## src/sv/unique_id_and_slot_allocator_core_assert.svh

```systemverilog
// Assertion macros used by the allocator controller.
`ifndef UNIQUE_ID_AND_SLOT_ALLOCATOR_CORE_ASSERT_SVH
`define UNIQUE_ID_AND_SLOT_ALLOCATOR_CORE_ASSERT_SVH

// The consequent must hold in the same cycle as the antecedent.
`define UISA_ASSERT_NOW(lbl, ck, rn, ante, cons, msg) \
	lbl: assert property (@(posedge ck) disable iff (!(rn)) (ante) |-> (cons)) \
		else $error(msg);

// The consequent must hold in the cycle after the antecedent.
`define UISA_ASSERT_NEXT(lbl, ck, rn, ante, cons, msg) \
	lbl: assert property (@(posedge ck) disable iff (!(rn)) (ante) |=> (cons)) \
		else $error(msg);

`endif

```

## src/sv/uisa_pkg.sv

```systemverilog
package uisa_pkg;

	// Fixed widths of the stream fields.
	localparam int SLOT_FW   = 6;
	localparam int NEW_ID_FW = 31;
	localparam int S_TDATA_W = 8;
	localparam int M_TDATA_W = 40;
	localparam int M_PAD_W   = M_TDATA_W - SLOT_FW - NEW_ID_FW;

	localparam logic KIND_ALLOC   = 1'b0;
	localparam logic KIND_RELEASE = 1'b1;

	localparam logic STATUS_OK   = 1'b0;
	localparam logic STATUS_FULL = 1'b1;

	typedef enum logic [1:0] {
		ST_IDLE,
		ST_SEARCH,
		ST_DONE
	} uisa_state_t;

	// Command broadcast from the controller to every cell.
	typedef struct packed {
		logic flush;  // drop all search beats in flight
		logic set;    // occupy the addressed slot with the write identifier
		logic clr;    // free the addressed slot
	} uisa_cmd_t;

endpackage

```

## src/sv/uisa_ctrl.sv

```systemverilog
`include "unique_id_and_slot_allocator_core_assert.svh"

module uisa_ctrl import uisa_pkg::*; #(
	parameter int SLOT_COUNT = 64,
	parameter int IB         = 31,
	parameter int SW         = 6,
	parameter int CW         = 7
) (
	input  logic                 clk,
	input  logic                 arst_n,
	input  logic                 in_valid,
	output logic                 in_ready,
	input  logic                 in_kind,
	input  logic [SLOT_FW-1:0]   in_rel,
	output logic                 inj_v,
	output logic [IB-1:0]        inj_id,
	input  logic                 tail_v,
	input  logic                 tail_hit,
	input  logic                 tail_found,
	input  logic [IB-1:0]        tail_id,
	input  logic [SW-1:0]        tail_fidx,
	output uisa_cmd_t            cmd,
	output logic [SW-1:0]        wr_idx,
	output logic [IB-1:0]        wr_id,
	output logic                 res_valid,
	input  logic                 res_ready,
	output logic                 res_status,
	output logic [SLOT_FW-1:0]   res_slot,
	output logic [NEW_ID_FW-1:0] res_id
);

	uisa_state_t          state_q, state_d;
	logic [IB-1:0]        id_counter_q;
	logic [IB-1:0]        cand_q;
	logic [CW-1:0]        inj_cnt_q;
	logic [CW-1:0]        tail_cnt_q;
	logic                 res_status_q;
	logic [SLOT_FW-1:0]   res_slot_q;
	logic [NEW_ID_FW-1:0] res_id_q;
	logic                 accept;
	logic                 rel_ok;
	logic                 decide;

	function automatic logic [IB-1:0] id_advance(input logic [IB-1:0] c);
		id_advance = (c == {IB{1'b1}}) ? IB'(1) : c + IB'(1);
	endfunction

	assign accept = in_valid && in_ready;
	assign rel_ok = (in_rel != '0) && (32'(in_rel) < 32'(SLOT_COUNT));
	// A search ends at the first candidate that no used slot holds, or after the last candidate.
	assign decide = (state_q == ST_SEARCH) && tail_v &&
		(!tail_hit || (tail_cnt_q == CW'(SLOT_COUNT - 1)));

	always_comb begin
		state_d = state_q;
		unique case (state_q)
			ST_IDLE: begin
				if (accept) begin
					state_d = (in_kind == KIND_ALLOC) ? ST_SEARCH : ST_DONE;
				end
			end
			ST_SEARCH: begin
				if (decide) begin
					state_d = ST_DONE;
				end
			end
			ST_DONE: begin
				if (res_ready) begin
					state_d = ST_IDLE;
				end
			end
			default: state_d = ST_IDLE;
		endcase
	end

	always_comb begin
		in_ready  = (state_q == ST_IDLE);
		inj_v     = (state_q == ST_SEARCH) && (inj_cnt_q < CW'(SLOT_COUNT));
		inj_id    = cand_q;
		res_valid = (state_q == ST_DONE);
		cmd.flush = decide;
		cmd.set   = decide && !tail_hit && tail_found;
		cmd.clr   = accept && (in_kind == KIND_RELEASE) && rel_ok;
		wr_idx    = cmd.clr ? SW'(in_rel) : tail_fidx;
		wr_id     = tail_id;
	end

	always_ff @(posedge clk or negedge arst_n) begin
		if (!arst_n) begin
			state_q      <= ST_IDLE;
			id_counter_q <= '0;
			cand_q       <= '0;
			inj_cnt_q    <= '0;
			tail_cnt_q   <= '0;
		end else begin
			state_q <= state_d;
			if (accept && (in_kind == KIND_ALLOC)) begin
				cand_q     <= id_advance(id_counter_q);
				inj_cnt_q  <= '0;
				tail_cnt_q <= '0;
			end else begin
				if (inj_v) begin
					cand_q    <= id_advance(cand_q);
					inj_cnt_q <= inj_cnt_q + CW'(1);
				end
				if (tail_v) begin
					tail_cnt_q <= tail_cnt_q + CW'(1);
				end
			end
			if (decide) begin
				id_counter_q <= tail_id;
			end
		end
	end

	always_ff @(posedge clk) begin
		if (accept) begin
			res_status_q <= STATUS_OK;
			res_slot_q   <= '0;
			res_id_q     <= '0;
		end else if (decide) begin
			if (cmd.set) begin
				res_status_q <= STATUS_OK;
				res_slot_q   <= SLOT_FW'(tail_fidx);
				res_id_q     <= NEW_ID_FW'(tail_id);
			end else begin
				res_status_q <= STATUS_FULL;
				res_slot_q   <= '0;
				res_id_q     <= '0;
			end
		end
	end

	assign res_status = res_status_q;
	assign res_slot   = res_slot_q;
	assign res_id     = res_id_q;

	`UISA_ASSERT_NOW(a_tail_only_in_search, clk, arst_n, state_q != ST_SEARCH, !tail_v, "search beat outside a search")
	`UISA_ASSERT_NEXT(a_decide_to_done, clk, arst_n, decide, state_q == ST_DONE, "decision did not post a result")
	`UISA_ASSERT_NOW(a_count_bounds, clk, arst_n, state_q == ST_SEARCH, (inj_cnt_q <= CW'(SLOT_COUNT)) && (tail_cnt_q <= inj_cnt_q), "search counters out of range")

endmodule

```

## config.mk

```make
export PLATFORM = sky130hd
export DESIGN_NAME = uisa_ctrl
export DESIGN_NICKNAME = d
export VERILOG_FILES = /design/src/sv/uisa_pkg.sv /design/src/sv/uisa_ctrl.sv
export VERILOG_INCLUDE_DIRS = /design/src /design/src/sv
export SDC_FILE = /design/constraint.sdc
export NUM_CORES = 1
export LEC_CHECK = 0
export BUFFER_PORTS_ARGS = -buffer_cell sky130_fd_sc_hd__buf_2
export CAP_MARGIN = 40
export CORE_UTILIZATION = 48
export CTS_BUF_LIST = sky130_fd_sc_hd__clkbuf_16
export DETAILED_ROUTE_END_ITERATION = 8
export PLACE_DENSITY = 0.79
export SYNTH_ARGS = -nofsm -noshare
export SYNTH_HDL_FRONTEND = slang
export SYNTH_SLANG_ARGS = --single-unit
export TNS_END_PERCENT = 10
```

## constraint.sdc

```tcl
create_clock -name clk -period 2.22 [get_ports clk]
set_input_delay 0.333 -clock clk [delete_from_list [all_inputs] [get_ports clk]]
set_output_delay 0.333 -clock clk [all_outputs]
set_load 0.01 [all_outputs]
```

Yosys cells after proc, flatten, opt, wreduce, memory -nomap -nowiden --
Cells that the tools add are included.
Word-level totals: input bits 51, output and inout bits 112, logic and storage cells 55, flip-flop bits (word level) 116
Operators by class: reduce and logical (&&, ||, !) cells 16, mux-type cells 17, order comparisons 1, eq/ne operators 8, add/subtract/negate cells 4, bitwise logic cells 1
Operators by type and width (count):
- $mux 31 | 5
- $add 31x1->31 const B | 2
- $eq 31x31->1 const B | 2
- $mux 7 | 4
- $add 7x1->7 const B | 2
- $mux 6 | 2
- $logic_and 1x1->1 | 9
- $mux 2 | 4
- $eq 7x6->1 const B | 1
- $lt 7x7->1 const B | 1
- $pmux 2 s3 | 1
- $reduce_bool 6->1 | 1
- $ne 2x1->1 const B | 2
- $reduce_bool 2->1 | 2
- $reduce_and 3->1 | 1
- $eq 2x1->1 const B | 1
- $eq 2x2->1 const B | 1
- $logic_not 2->1 | 1
- $ne 2x2->1 const B | 1
- $logic_not 1->1 | 1
- $logic_or 1x1->1 | 1
- $mux 1 | 1
- $not 1->1 | 1

Logic depth before layout (Yosys ltp) --
depth in word-level cells 6, gate-level depth with buffers 8

Worst setup path before layout --
OpenSTA, ideal clock, no wires.
path kind reg2reg, start point register cand_q[0] (netlist: inj_id[0]), end point register cand_q[28] (netlist: inj_id[28]), setup time 0.075 ns, data required time 2.145 ns, cell stages (with the launch flop) 7, setup slack 0.093 ns, data arrival time 2.052 ns, cells stage by stage dfrtp_1 ha_1 nand2_1 or4_4 or4_1 mux2_4 o21ai_2
On the way: cells in the longest elaborated chain, start to end 4, elaborated cells between the ends (all ways) 5, classes of those cells add/sub (1); eq/ne (1); mux (3)
Ends and longest elaborated chain:
- start: declaration | line uisa_ctrl.sv:34 | logic [IB-1:0] cand_q;
- start signal: assignment | line uisa_ctrl.sv:98 | cand_q <= id_advance(id_counter_q);
- start signal: assignment | line uisa_ctrl.sv:103 | cand_q <= id_advance(cand_q);
- $add 31x1->31 / $eq 31x31->1 (equally long branches) | line uisa_ctrl.sv:45 | id_advance = (c == {IB{1'b1}}) ? IB'(1) : c + IB'(1);
- $mux 31 (*) | line uisa_ctrl.sv:45
- $mux 31 (*) | line uisa_ctrl.sv:102 | if (inj_v) begin
- $mux 31 (*) | line uisa_ctrl.sv:97 | if (accept && (in_kind == KIND_ALLOC)) begin
Every way passes the cells marked *; elsewhere a longest branch is shown, timed or not. The select of a mux whose other input is x is not followed. A chain may end at the register's enable or synchronous reset.

Final worst setup path --
start point register state_q[0], end point output port wr_idx[5]
On the way: cells in the longest elaborated chain, start to end 5
Ends and longest elaborated chain:
- start: declaration | line uisa_ctrl.sv:32 | uisa_state_t state_q, state_d;
- start signal: assignment | line uisa_ctrl.sv:96 | state_q <= state_d;
- $logic_not 2->1 | line uisa_ctrl.sv:77 | in_ready = (state_q == ST_IDLE);
- $logic_and 1x1->1 | line uisa_ctrl.sv:48 | assign accept = in_valid && in_ready;
- $logic_and 1x1->1 (2 in a row) | line uisa_ctrl.sv:83 | cmd.clr = accept && (in_kind == KIND_RELEASE) && rel_ok;
- $mux 6 | line uisa_ctrl.sv:84 | wr_idx = cmd.clr ? SW'(in_rel) : tail_fidx;
- end: declaration | line uisa_ctrl.sv:23 | output logic [SW-1:0] wr_idx,
No other way between the ends.

==> summary.md <==
| Metric | Value |
|---|---|
| Post-synthesis cell type count | `54` |
| Hold Crit Start | `tail_id[1]` |
| Crit. End Element | `output port` |
| Mean Syn Cell Area | `approximately 8.5 µm²` |
| LEAKAGE | `3.638 nW` |
| Root Buffer | `clkbuf_16` |
| WP data required | `between 1500 and 2000 ps` |
| Max Freq | `0.4526 GHz` |
| Hold Vio Cnt, Final | `0` |
| Final HPWL DP | `roughly 11000 µm` |
| Cell area after synthesis | `6001 µm²` |
| Die Y | `113.8 µm` |
| Critical Path AT | `1880 ps` |
| # fillers | `roughly 1000` |
| Crit path time final | `between 2000 and 2500 ps` |
| Final RePlAce weighted congestion | `0.9446` |
| Grt total ovfl | `0` |
| Clk Latency, worst-skew pair | `between 400 and 500 ps` |
| Vias/cell | `5.542` |
| # H-tree levels | `4` |
| I/O pins | `163` |
| Min-Delay Path Class | `in -> reg` |
| Core Area | `around 12000 µm²` |
| Placed cell count | `~1000` |
| Post-synthesis adder-cell area fraction | `0.008340` |
| Internal power | `6.687 mW` |
| Sequential share of power | `0.344` |
| Multiplexer area fraction after synthesis | `0.01731` |
| Slew @ Worst Pin | `475.4 ps` |
| DR DRC count | `0` |
| Outcome | `completed` |
| P_sw | `~4.0 mW` |
| Vias | `5919` |
| Initial core utilization | `0.4955` |
| WL/cell | `15.79 µm` |
| RSZ-0062 raised after global routing | `yes` |
| Dpl ws | `77.52 ps` |
| Pins Over Slew Limit | `0` |
| Setup slack, reg-to-reg | `roughly 110 ps` |
| Slew HR | `0.6806` |
| Synth warnings | `0` |
| Synth Register Bits | `116` |
| Largest net degree at the start of global routing | `66` |
| EDFF count, synth | `0` |
| Clk buf depth | `2` |
| Crit Path Class | `reg -> out` |
| Main flop type after synthesis | `dfrtp_1` |
| Die Area | `12950 µm²` |
| Main combinational cell family by area after synthesis | `simple AND/OR/NAND/NOR gates` |
| # rows | `40` |
| Share of layout cells above drive strength 1 | `0.3078` |
| Fin worst setup slack | `10.55 ps` |
| Initial DRC count | `464` |
| Routed Antenna Nets | `0` |
| CTS buffer count | `17` |
| Clock sinks | `116` |
| Worst-path clk slew | `50 ps` |
| Crit. Startpoint | `state_q[0]` |
| Post-synthesis sequential area ratio | `0.4520` |
| Share of power burned in combinational logic | `0.370` |
| Post-Layout Cell Count | `between 1000 and 1500` |
| Fraction of registers with async set/reset | `0.6724` |
| Synth Instances | `between 700 and 800` |
| Port Buffer Count | `162` |
| Area growth from synthesis to layout | `31.99%` |
| Total track usage | `0.2701` |
| Clk pwr share | `0.286` |
| Initial antenna violation count | `0` |
| WL final | `approximately 17000 µm` |
| Worst Setup Start Kind | `flip-flop` |
| First-pass GRT wire length | `27280 µm` |
| Nets | `between 900 and 1000` |
| Pre-antenna DRT Iters | `6` |
| N_diodes | `0` |
| Final Skew | `between 8 and 9 ps` |
| Post-synthesis compound-gate area fraction | `0.1266` |
| CTS tree | `built` |
| Post-Synth Simple-Gate Area | `0.2802` |
| Crit path max fanout | `7` |
| Max_cap viols | `0` |
| Xor-xnor portion of the synthesized cell area | `0.05108` |
| Worst VDD drop | `0.5646 mV` |
| Sw frac | `0.3750` |
| Pwr dens | `1351 nW/µm²` |
| Worst R2R Start | `inj_id[8]` |
| Overall die width | `between 100 and 150 µm` |
| Syn_nets | `about 760` |
| Final setup viols | `0` |
| Vias in the first global route | `5566` |
| Tcrit/Tclk final | `0.9952` |
==> registers in the layout (all words and copies together) (netlist names) <==
register and flops:
res_id 31, id_counter_q 31, res_status 1, res_slot 6, inj_cnt_q 7, state_q 2
tail_cnt_q 7, inj_id 31
==> worst paths after layout <==
| check | endpoint | cells after the start |
|---|---|---|
| setup / recovery | wr_idx[5] | 5 |
| max in group asynchronous | state_q[1] | 3 |
| hold / removal | id_counter_q[1] | 3 |
| hold reg to reg | res_slot[0] | 2 |
| setup reg to reg | inj_id[28] | 5 |
| min in group asynchronous | id_counter_q[19] | 2 |
==> critical path, cell delays in order, from the launching register on <==
cell and delay (ps):
dfrtp_1 400, nor3b_2 190, buf_4 160, o311a_4 240, mux2_2 340, buf_2 140
==> layer usage <==
metal | GRT usage | routed length, µm | up-vias
met5 | 0 | 0 | -
met4 | 0.09784 | 232 | 0
met3 | 0.05632 | 1385 | 30
met2 | 0.4398 | 7883 | 282
met1 | 0.3569 | 7357 | 2772
li1 | - | - | 2835
==> placed cells by master, fill, tap and decap left out, types with 21 or more instances in the layout <==
cell	synthesis	layout
xor2_1	25	25
nand4_1	21	21
dfxtp_1	38	38
nor2_1	29	28
buf_4	32	52
nand2_1	181	181
buf_2	0	161
o211ai_1	23	23
dfrtp_1	78	77
nand3_1	44	44
a21oi_1	49	49
==> layout make-up <==
type / instances / area [µm²] / area share
tap: 168 / 210.2 / 0.02654
clock inverter: 15 / 237.7 / 0.03002
inverter: 10 / 46.29 / 0.005845
clock buffer: 17 / 425.4 / 0.05371
timing repair buffer: 220 / 1339 / 0.1690
sequential: 116 / 2714 / 0.3427
multi-input combinational: 522 / 2948 / 0.3722
==> power by group through the flow <==
| stage | Sequential, mW | Clock, mW | Combinational, mW |
|---|---|---|---|
| after floorplan | 3.80 | 0 | 2.04 |
| after global placement | 3.66 | 0 | 3.68 |
| after detailed placement | 3.69 | 0 | 3.77 |
| after CTS | 3.66 | 3.08 | 3.93 |
| after global routing | 3.79 | 3.18 | 4.38 |
| final | 3.68 | 3.05 | 3.96 |
==> cells in the mapped netlist (2+ instances only) <==
master,n,area [µm²]
nand2_1,181,679.4
dfrtp_1,78,1952
a21oi_1,49,245.2
nand3_1,44,220.2
dfxtp_1,38,760.7
buf_4,32,240.2
nor2_1,29,108.9
clkbuf_1,26,97.59
xor2_1,25,219.0
o211ai_1,23,172.7
nand4_1,21,131.4
o21ai_0,17,85.08
nor4_1,11,68.82
nor3_1,10,50.05
or3_1,10,62.56
xnor2_1,10,87.58
and3_1,9,56.30
inv_1,8,30.03
or4_1,8,60.06
mux2_2,7,78.83
o31a_1,7,61.31
and4_1,6,52.55
a31oi_1,5,31.28
nand2b_1,5,31.28
ha_1,4,50.05
nor2b_1,4,25.02
and2_1,3,18.77
buf_1,3,11.26
o311ai_0,3,26.28
clkinv_1,2,7.510
nand3_2,2,20.02
nor3b_1,2,15.01
nor4_2,2,25.02
o2111ai_1,2,17.52
o21a_1,2,15.01
o21ai_1,2,10.01
o221ai_1,2,17.52
==> stage by stage <==
| stage | TNS, ps | util | cell area [µm²] | hold slack [ps] | power (mW) |
|---|---|---|---|---|---|
| final | 0 | 0.6539 | 7920 | 150.4 | 10.70 |
| after global placement | 0 | 0.5881 | 7123 | 284.8 | 7.337 |
| after floorplan | 0 | - | 6001 | 37.41 | 5.844 |
| after detailed placement | 0 | 0.5881 | 7123 | 289.1 | 7.453 |
| after global routing | -352.7 | 0.6539 | 7920 | 153.2 | 11.35 |
| after CTS | 0 | 0.6528 | 7906 | 143.0 | 10.66 |
==> cell families after synthesis <==
group,after synthesis
mux,9
simple gates,353
buf+inv,71
flops,116
fa+ha+maj,4
compound gates,121
xor+xnor,35
==> what timing repair did <==
item                       in CTS  in global routing
pin swaps                       3                  3
gates cloned                    1                  0
hold endpoints to repair       29                  0
buffers inserted                7                  0
gates resized for setup         6                  3
setup endpoints to repair       7                 13
hold buffers                    1                  0
Power figures use the tool's default switching activity.
