[src/sv/unique_id_and_slot_allocator_core_assert.svh]
// Assertion macros used by the allocator controller.
`ifndef UNIQUE_ID_AND_SLOT_ALLOCATOR_CORE_ASSERT_SVH
`define UNIQUE_ID_AND_SLOT_ALLOCATOR_CORE_ASSERT_SVH

// The consequent must hold in the same cycle as the antecedent.
`define UISA_ASSERT_NOW(lbl, ck, rn, ante, cons, msg) \
	lbl: assert property (@(posedge ck) disable iff (!(rn)) (ante) |-> (cons)) \
		else $error(msg);

// The consequent must hold in the cycle after the antecedent.
`define UISA_ASSERT_NEXT(lbl, ck, rn, ante, cons, msg) \
	lbl: assert property (@(posedge ck) disable iff (!(rn)) (ante) |=> (cons)) \
		else $error(msg);

`endif

[src/sv/uisa_pkg.sv]
package uisa_pkg;

	// Fixed widths of the stream fields.
	localparam int SLOT_FW   = 6;
	localparam int NEW_ID_FW = 31;
	localparam int S_TDATA_W = 8;
	localparam int M_TDATA_W = 40;
	localparam int M_PAD_W   = M_TDATA_W - SLOT_FW - NEW_ID_FW;

	localparam logic KIND_ALLOC   = 1'b0;
	localparam logic KIND_RELEASE = 1'b1;

	localparam logic STATUS_OK   = 1'b0;
	localparam logic STATUS_FULL = 1'b1;

	typedef enum logic [1:0] {
		ST_IDLE,
		ST_SEARCH,
		ST_DONE
	} uisa_state_t;

	// Command broadcast from the controller to every cell.
	typedef struct packed {
		logic flush;  // drop all search beats in flight
		logic set;    // occupy the addressed slot with the write identifier
		logic clr;    // free the addressed slot
	} uisa_cmd_t;

endpackage

[src/sv/uisa_cell.sv]
module uisa_cell import uisa_pkg::*; #(
	parameter int IB  = 31,
	parameter int SW  = 6,
	parameter int IDX = 0
) (
	input  logic          clk,
	input  logic          arst_n,
	input  uisa_cmd_t     cmd,
	input  logic [SW-1:0] wr_idx,
	input  logic [IB-1:0] wr_id,
	input  logic          in_v,
	input  logic          in_hit,
	input  logic          in_found,
	input  logic [IB-1:0] in_id,
	input  logic [SW-1:0] in_fidx,
	output logic          out_v,
	output logic          out_hit,
	output logic          out_found,
	output logic [IB-1:0] out_id,
	output logic [SW-1:0] out_fidx
);

	logic          used_q;
	logic [IB-1:0] ident_q;
	logic          v_q;
	logic          hit_q;
	logic          found_q;
	logic [IB-1:0] id_q;
	logic [SW-1:0] fidx_q;
	logic          wr_match;

	assign wr_match = (wr_idx == SW'(IDX));

	always_ff @(posedge clk or negedge arst_n) begin
		if (!arst_n) begin
			used_q  <= (IDX == 0);
			ident_q <= '0;
		end else if (cmd.set && wr_match) begin
			used_q  <= 1'b1;
			ident_q <= wr_id;
		end else if (cmd.clr && wr_match) begin
			used_q  <= 1'b0;
			ident_q <= '0;
		end
	end

	always_ff @(posedge clk or negedge arst_n) begin
		if (!arst_n) begin
			v_q <= 1'b0;
		end else begin
			v_q <= in_v && !cmd.flush;
		end
	end

	// Each beat picks up a collision against this slot and the first free slot seen so far.
	always_ff @(posedge clk) begin
		hit_q   <= in_hit || (used_q && (ident_q == in_id));
		found_q <= in_found || !used_q;
		id_q    <= in_id;
		fidx_q  <= in_found ? in_fidx : SW'(IDX);
	end

	assign out_v     = v_q;
	assign out_hit   = hit_q;
	assign out_found = found_q;
	assign out_id    = id_q;
	assign out_fidx  = fidx_q;

endmodule

[config.mk]
export PLATFORM = sky130hd
export DESIGN_NAME = uisa_cell
export DESIGN_NICKNAME = d
export VERILOG_FILES = /design/src/sv/unique_id_and_slot_allocator_core_assert.svh /design/src/sv/uisa_pkg.sv /design/src/sv/uisa_cell.sv
export SDC_FILE = /design/constraint.sdc
export NUM_CORES = 1
export LEC_CHECK = 0
export BUFFER_PORTS_ARGS = -buffer_cell sky130_fd_sc_hd__buf_2
export CAP_MARGIN = 5
export CORE_ASPECT_RATIO = 1.75
export CORE_MARGIN = 2
export CORE_UTILIZATION = 40
export CTS_CLUSTER_SIZE = 25
export DETAILED_ROUTE_END_ITERATION = 10
export PLACE_DENSITY = 0.72
export SLEW_MARGIN = 20
export SYNTH_ARGS = -nofsm -noshare
export SYNTH_HDL_FRONTEND = slang
export SYNTH_SLANG_ARGS = --single-unit
export TNS_END_PERCENT = 100
[constraint.sdc]
create_clock -name clk -period 1.13 [get_ports clk]
set_input_delay 0.0565 -clock clk [delete_from_list [all_inputs] [get_ports clk]]
set_output_delay 0.0565 -clock clk [all_outputs]
set_load 0.05 [all_outputs]
Word level (Yosys, flattened, before mapping)
Cells that the tools add are included.

Register bits after elaboration: 72. Bits in latches: 0. Memory bits (writable): 0. ROM bits: 0. Output and inout bits: 40. Memories: 0.

Add/subtract/negate cells: 0. Multiply operators: 0. Div/mod/pow operators: 0. Magnitude comparators: 0. Equality and inequality tests: 1. Shifts and indexed selects: 0. Mux-type cells: 4. Bitwise gates (word level): 0. Reduce and logical (&&, ||, !) cells: 10.

Operators by type and width (count): $mux W31 (2); $eq A31 B31 Y1 (1); $logic_not A6 Y1 (1); $logic_and A1 B1 Y1 (4); $logic_not A1 Y1 (2); $logic_or A1 B1 Y1 (2); $mux W1 (2); $reduce_bool A2 Y1 (1).

Longest topological paths before layout
Gate-level depths: netlist of run 1.

Word-level depth: 4. Gate-level depth with buffers: 6. Mapped depth without buffers: 4.

Worst setup path before layout of run 1
No wires, ideal clock.

Path type: in2reg. From: in wr_idx[1]. To: reg ident_q[10]. Library setup time: 121 ps. Arrival: 1194 ps. Path slack: -185 ps. Cell stages on the path: 5. Cell sequence: or4_1 > nor3_2 > o21ai_1 > buf_2 > a22o_1.

Cells in the longest elaborated chain, start to end: 3.

Ends and longest elaborated chain: start, declared (line uisa_cell.sv:9) `input logic [SW-1:0] wr_idx,`; $logic_not A6 Y1 * (line uisa_cell.sv:32) `assign wr_match = (wr_idx == SW'(IDX));`; $logic_and A1 B1 Y1 (on tied branches) (line uisa_cell.sv:38, uisa_cell.sv:41); $mux W31 or $reduce_bool A2 Y1 (tied branches); end signal, assigned (line uisa_cell.sv:40) `ident_q <= wr_id;`; end, declared (line uisa_cell.sv:24) `logic [IB-1:0] ident_q;`.

Mark *: on every way between the ends. The rest lies on a longest branch, timed or not. A chain may end at the register's enable or synchronous reset.

Worst setup path after layout of run 1
From: reg ident_q[22]. To: reg hit_q (netlist: out_hit).

Cells in the longest elaborated chain, start to end: 3.

Ends and longest elaborated chain: $eq A31 B31 Y1 (line uisa_cell.sv:57) `hit_q <= in_hit || (used_q && (ident_q == in_id));`; $logic_and A1 B1 Y1 (line uisa_cell.sv:57); $logic_or A1 B1 Y1 (line uisa_cell.sv:57); end signal, assigned (line uisa_cell.sv:57); end, declared (line uisa_cell.sv:26) `logic hit_q;`.

Every way passes these cells.

==> results by group, run 1 <==
Floorplanning
  – Row count: 37
  – Die Y: 106 µm
  – I/O pin cnt: 122
  – Core box area: 5790 µm²
  – Initial core utilization: 40.9%
  – Die ar.: 6570 µm²
  – Die W: 62.2 µm

Clock network
  – Clock Sink Count: 72
  – CTS tree: done
  – Clk slew on worst S/H paths: 0.07 ns
  – H-tree Lvls: 3
  – Total CTS buffers: 9
  – Worst-Skew Late Latency: 0.35 ns
  – Clock Root Buffer: clkbuf_8
  – Max clock buf depth: 2

Global route
  – Vias in the first global route: 2313
  – Global route overflow: 0
  – Initial antenna violation count: 0
  – Largest net degree at the start of global routing: 33
  – Total GRT Usage: 21.5%
  – Global-route wire length before repair: 10900 µm

Timing
  – Period minus WS final: 1.29 ns
  – Final Setup Violations: 1
  – Slew at the pin closest to its max-slew limit: 0.423 ns
  – Hold Vio Cnt, Final: 0
  – Clock skew: 0.00520 ns
  – WHS: 0.0309 ns
  – Fmax: 778 MHz
  – Unrepaired setup endpoints after global routing: yes
  – Fin. max-slew vios: 0
  – Period utilization: 114%
  – Slew Limit Headroom: 71.8%
  – Setup ws final: -0.156 ns

Pwr
  – Pwr Density: 1460 nW/µm²
  – Worst VDD drop: 1040 µV
  – Leak: 2.05 nW

Route
  – Post-Route WL: 7070 µm
  – Remaining DRCs: 0
  – Via Count: 2174
  – Via-to-Cell Ratio: 4.67
  – WL/cell: 15.2 µm
  – Initial DRC Count: 105
  – TritonRoute pass-1 iters: 6
  – Post-route ant nets: 0

Logic synthesis
  – Post-Syn Area: 2370 µm²
  – Mean Syn Cell Area: 14.3 µm²
  – Flops & latches, synth: 72
  – Synth warn: 0
  – Sequential-to-total area share from yosys stat: 67.9%
  – Yosys top cell by area: dfrtp_1
  – Ranking of synthesized cells by area: dfrtp_1 34%, dfxtp_1 33%, a22o_1 11%, xnor2_1 8.5%, xor2_1 3.0%
  – Unique masters post-synth: 21
  – Mapped Cells: 166
  – Syn nets: 248
  – Share of the synthesized area in the top cell type: 33.8%

Min path
  – Hold crit path type: input port to flip-flop

Critical path
  – Arr. time, crit path: 1.58 ns
  – Startpoint Class: flip-flop
  – Type of element capturing the critical path: flip-flop
  – Critical path type: flip-flop to flip-flop
  – Worst EP required: 1.42 ns
  – Worst Path Max Fanout: 2

Layout
  – Leading cell types in the layout, fill and taps excluded: 119 x buf_2, 74 x dlygate4sd3_1, 39 x dfxtp_1
  – Post-route insts no fill: 466
  – Area Growth Syn to Fin: 77.9%
  – Share of layout cells above drive strength 1: 41.8%
  – Nets: 465
  – Fill count: 384
  – Antenna diodes: 0
  – Commonest non-fill, non-tap cell in the layout: buf_2

Run status
  – Failing checks: setup timing
  – Run status: complete, but fails checks

Place
  – Dpl ws: -0.367 ns
  – Port bufs: 121
  – Routability Congestion: 0.693
  – Placed Cells: 375
  – Final HPWL DP: 4050 µm

Flow run
  – MaxCap Viol Count: 0
==> worst paths after layout <==
kind,depth (start not counted),slack (ns),endpoint,startpoint
worst max register to register,4,-0.16,out_hit$_DFF_P_,ident_q[22]$_DFFE_PN0P_
worst max-delay path,4,-0.16,out_hit$_DFF_P_,ident_q[22]$_DFFE_PN0P_
min in group asynchronous,2,0.17,ident_q[12]$_DFFE_PN0P_,arst_n
worst min register to register,1,0.49,out_found$_DFF_P_,used_q$_DFFE_PN1P_
worst min-delay path,3,0.03,used_q$_DFFE_PN1P_,cmd[0]
max in group asynchronous,3,0.44,used_q$_DFFE_PN1P_,arst_n
==> metrics by stage <==
| stage | TNS, ns | total power [mW] | util, % | instance area, µm² |
|---|---|---|---|---|
| final | -0.156 | 6.14 | 72.8 | 4210 |
| after global routing | -0.815 | 6.37 | 72.8 | 4210 |
| after CTS | -0.206 | 6.15 | 71.7 | 4150 |
| after detailed placement | -11.51 | 3.94 | 55.4 | 3210 |
| after global placement | -10.34 | 3.92 | 55.4 | 3210 |
| after floorplan | -5.17 | 3.53 | - | 2380 |
==> where the power goes <==
group,switching (mW),internal [mW],total [mW]
clock network,0.915,1.10,2.02
logic,0.576,0.624,1.20
registers,0.137,2.79,2.92
total,1.63,4.52,6.14
==> sequential cells by signal, indices dropped and copies added, names as in the netlist <==
signal / flops
out_found: 1
used_q: 1
ident_q: 31
out_hit: 1
out_v: 1
out_id: 31
out_fidx: 6
==> cell families after synthesis <==
| family | count (synthesis) | share of synthesized area [%] |
|---|---|---|
| xor gates and xnor gates | 31 | 11.5 |
| DFF | 72 | 67.9 |
| buffers and inverters | 7 | 2.38 |
| AOI/OAI and AO/OA | 34 | 12.4 |
| and+or+nand+nor | 22 | 5.81 |
==> critical path: stages, from the launching register on <==
cell and delay, ns:
dfrtp_1 0.39, xnor2_1 0.16, nand4_1 0.15, nor4_2 0.32, a41o_1 0.21
==> final cells by class <==
class	count	area, µm²	area share [%]
sequential	72	1610	38.2
timing repair buffer	213	1560	37.1
multi-input combinational	87	741	17.6
clock buffer	14	194	4.60
tap	78	97.6	2.32
clock inverter	2	10.0	0.238
==> cell usage after synthesis <==
master	instances
and2_1	7
nand2b_1	1
xor2_1	8
nor3_2	1
a41o_1	1
nand4_1	6
buf_6	3
or4_1	1
nor4_1	3
xnor2_1	23
o21ai_1	1
nand2_1	1
nor2b_1	1
buf_2	3
nor2_1	1
dfrtp_1	32
a22o_1	31
dfxtp_1	39
buf_4	1
dfstp_2	1
a21o_1	1
==> metal layers <==
metal	wire [µm]	vias up	GRT usage [%]
met5	0	-	0
met4	204	0	13.8
met3	305	16	3.42
met2	4040	83	40.3
met1	2520	1050	21.7
li1	-	1025	-
==> timing repair <==
| item | CTS | global route |
|---|---|---|
| hold buffers | 74 | 1 |
| setup endpoints to repair | 1 | 34 |
| setup buffers | 0 | 1 |
| gates cloned | 0 | 2 |
| gates resized for setup | 1 | 5 |
| pin swaps | 4 | 2 |
| endpoints found under the hold margin | 103 | 1 |
Power figures use the tool's default switching activity.
==> inputs of run 2 (changes only) <==
ABC_AREA = 1   (was default)
CORE_UTILIZATION = 43   (was 40)
PLACE_DENSITY = 0.73   (was 0.72)
==> results by group, run 2 <==
Clock network
  – Clk slew on worst S/H paths: 0.06 ns
  – H-tree Lvls: 3
  – Max clock buf depth: 2
  – CTS tree: done
  – Worst-Skew Late Latency: 0.33 ns
  – Total CTS buffers: 9
  – Clock Sink Count: 72
  – Clock Root Buffer: clkbuf_16

Timing
  – Fin. max-slew vios: 0
  – Unrepaired setup endpoints after global routing: yes
  – Slew at the pin closest to its max-slew limit: 0.390 ns
  – Fmax: 893 MHz
  – WHS: 0.00464 ns
  – Setup TNS: 0 ns
  – Period utilization: 99.1%
  – Hold Vio Cnt, Final: 0
  – Period minus WS final: 1.12 ns
  – Slew Limit Headroom: 74.0%
  – Final Setup Violations: 0
  – Clock skew: 0.00340 ns

Route
  – Initial DRC Count: 124
  – Post-Route WL: 7780 µm
  – WL/cell: 11.9 µm
  – Via Count: 2821
  – TritonRoute pass-1 iters: 4
  – Via-to-Cell Ratio: 4.33
  – Remaining DRCs: 0
  – Post-route ant nets: 0

Pwr
  – Net Sw Power: 1.82 mW
  – Seq pwr share: 43.7%
  – Leak: 2.57 nW
  – Switching share of power: 27.2%
  – Combinational power share: 18.4%
  – Pwr Density: 1460 nW/µm²
  – Int Pwr: 4.87 mW
  – Overall power: 6.69 mW
  – Worst VDD drop: 1110 µV
  – Clk pwr share: 37.9%

Logic synthesis
  – Post-Syn Area: 2870 µm²
  – Unique masters post-synth: 17
  – Cell with the most instances after synthesis: nand2_1
  – Syn nets: 445
  – Yosys top cell by area: dfrtp_1
  – Fraction of registers with async set/reset: 45.8%
  – Commonest cells post-synth: 168 x nand2_1, 67 x inv_1, 39 x dfxtp_1
  – Synth warn: 0
  – Flops & latches, synth: 72
  – Synth Flop Type: dfxtp_1
  – Ranking of synthesized cells by area: dfrtp_1 28%, dfxtp_1 27%, nand2_1 22%, inv_1 8.8%, nand2_2 4.4%
  – Share of the synthesized area in the top cell type: 27.9%
  – Mapped Cells: 363
  – Count of flip-flops with a built-in enable after synthesis: 0
  – Mean Syn Cell Area: 7.91 µm²
  – Sequential-to-total area share from yosys stat: 56.0%

Layout
  – Fill count: 503
  – Commonest non-fill, non-tap cell in the layout: nand2_1
  – Combined area of the multi-input logic cells: 930 µm²
  – Antenna diodes: 0
  – Design Area, Final: 4570 µm²
  – Leading cell types in the layout, fill and taps excluded: 168 x nand2_1, 120 x buf_2, 72 x dlygate4sd3_1
  – Seq. cell area: 1610 µm²
  – Share of layout cells above drive strength 1: 28.9%
  – Nets: 647
  – Post-route insts no fill: 652
  – Area Growth Syn to Fin: 59.1%

Critical path
  – Arr. time, crit path: 1.40 ns
  – Type of element capturing the critical path: flip-flop
  – Worst-path cell chain: dlygate4sd3_1, buf_2, xnor2_1, nand2_1, nor2_1, nand2_1, nor2_1, nand2_1, nand2_1
  – CP bufs+invs: 2
  – Critical path type: input port to flip-flop
  – CP dominant cell by count: nand2_1
  – Worst EP required: 1.41 ns
  – Worst Path Max Fanout: 2
  – Crit path largest cell delay: 0.54 ns
  – Slowest CP cell: dlygate4sd3_1
  – Delay-heaviest family, CP: buffers and inverters
  – Startpoint Class: input port

Place
  – Dpl cell area: 3580 µm²
  – Placed Cells: 564
  – Final HPWL DP: 4690 µm
  – Routability Congestion: 0.795
  – Port bufs: 121

Floorplanning
  – Die Y: 112 µm
  – Die W: 65.8 µm
  – I/O pin cnt: 122
  – Core box area: 6490 µm²
  – Initial core utilization: 44.3%
  – Die ar.: 7380 µm²
  – Row count: 39

Global route
  – Global-route wire length before repair: 12500 µm
  – Vias in the first global route: 2831
  – Global route overflow: 0
  – Total GRT Usage: 23.0%
  – Largest net degree at the start of global routing: 33
  – Initial antenna violation count: 0

Run status
  – Run status: completed

Flow run
  – MaxCap Viol Count: 0

Min path
  – Hold crit path type: input port to flip-flop
## run 2: path summary, 6_finish.rpt
path / startpoint / endpoint / slack, ns / depth (start not counted)
setup reg to reg: used_q$_DFFE_PN1P_ / out_hit$_DFF_P_ / 0.02 / 8
setup / recovery: in_id[12] / out_hit$_DFF_P_ / 0.01 / 9
max in group asynchronous: arst_n / ident_q[5]$_DFFE_PN0P_ / 0.50 / 3
hold / removal: in_found / out_fidx[1]$_SDFF_PN0_ / 0.005 / 3
min in group asynchronous: arst_n / ident_q[6]$_DFFE_PN0P_ / 0.18 / 2
hold reg to reg: ident_q[1]$_DFFE_PN0P_ / ident_q[1]$_DFFE_PN0P_ / 0.49 / 2
## run 2: power groups by stage
stage / sequential [mW] / combinational (mW) / clock [mW]
after floorplan: 3.22 / 0.385 / 0
after global placement: 2.95 / 0.999 / 0
after detailed placement: 2.96 / 1.02 / 0
after CTS: 2.91 / 1.22 / 2.56
after global routing: 2.95 / 1.37 / 2.67
final: 2.92 / 1.23 / 2.54
## run 2: area by class of cell
type                            count  share of cell area (%)
Tap cell                           82                    2.24
Sequential cell                    72                    35.2
Clock inverter                      1                   0.109
Inverter                           67                    5.50
Timing Repair Buffer              198                    31.0
Multi-Input combinational cell    217                    20.3
Clock buffer                       15                    5.64
## run 2: worst min-delay path, stage by stage
cell,delay [ns]
buf_2,0.15
nand2_1,0.06
inv_1,0.03
## run 2: metal layers
metal	GRT usage, %	share of wire [%]	routed length (µm)
met2	42.4	57	4400
met4	11.7	3.4	261
met3	6.31	4.5	348
met1	22.4	36	2770
met5	0	0	0
## run 2: what timing repair did
item | CTS | global route
hold buffers | 72 | 0
buffers inserted | 0 | 1
endpoints found under the setup margin | 0 | 1
gates resized for setup | 0 | 2
hold endpoints to repair | 103 | 0
## run 2: stage by stage
| step | setup WS (ns) | utilization (%) |
|---|---|---|
| final | 0.0104 | 70.4 |
| after global routing | -0.0944 | 70.4 |
| after CTS | 0.000538 | 70.3 |
| after detailed placement | 0.0165 | 55.2 |
| after global placement | 0.0641 | 55.2 |
| after floorplan | 0.0990 | - |
## run 2: kinds of logic (layout without fill, tap and decap cells)
group / after synthesis / in the layout / synth area share [%]
and+or+nand+nor: 208 / 208 / 29.6
xor gates and xnor gates: 7 / 7 / 2.13
AOI/OAI and AO/OA: 2 / 2 / 0.435
buffers and inverters: 74 / 281 / 11.9
DFF: 72 / 72 / 56.0
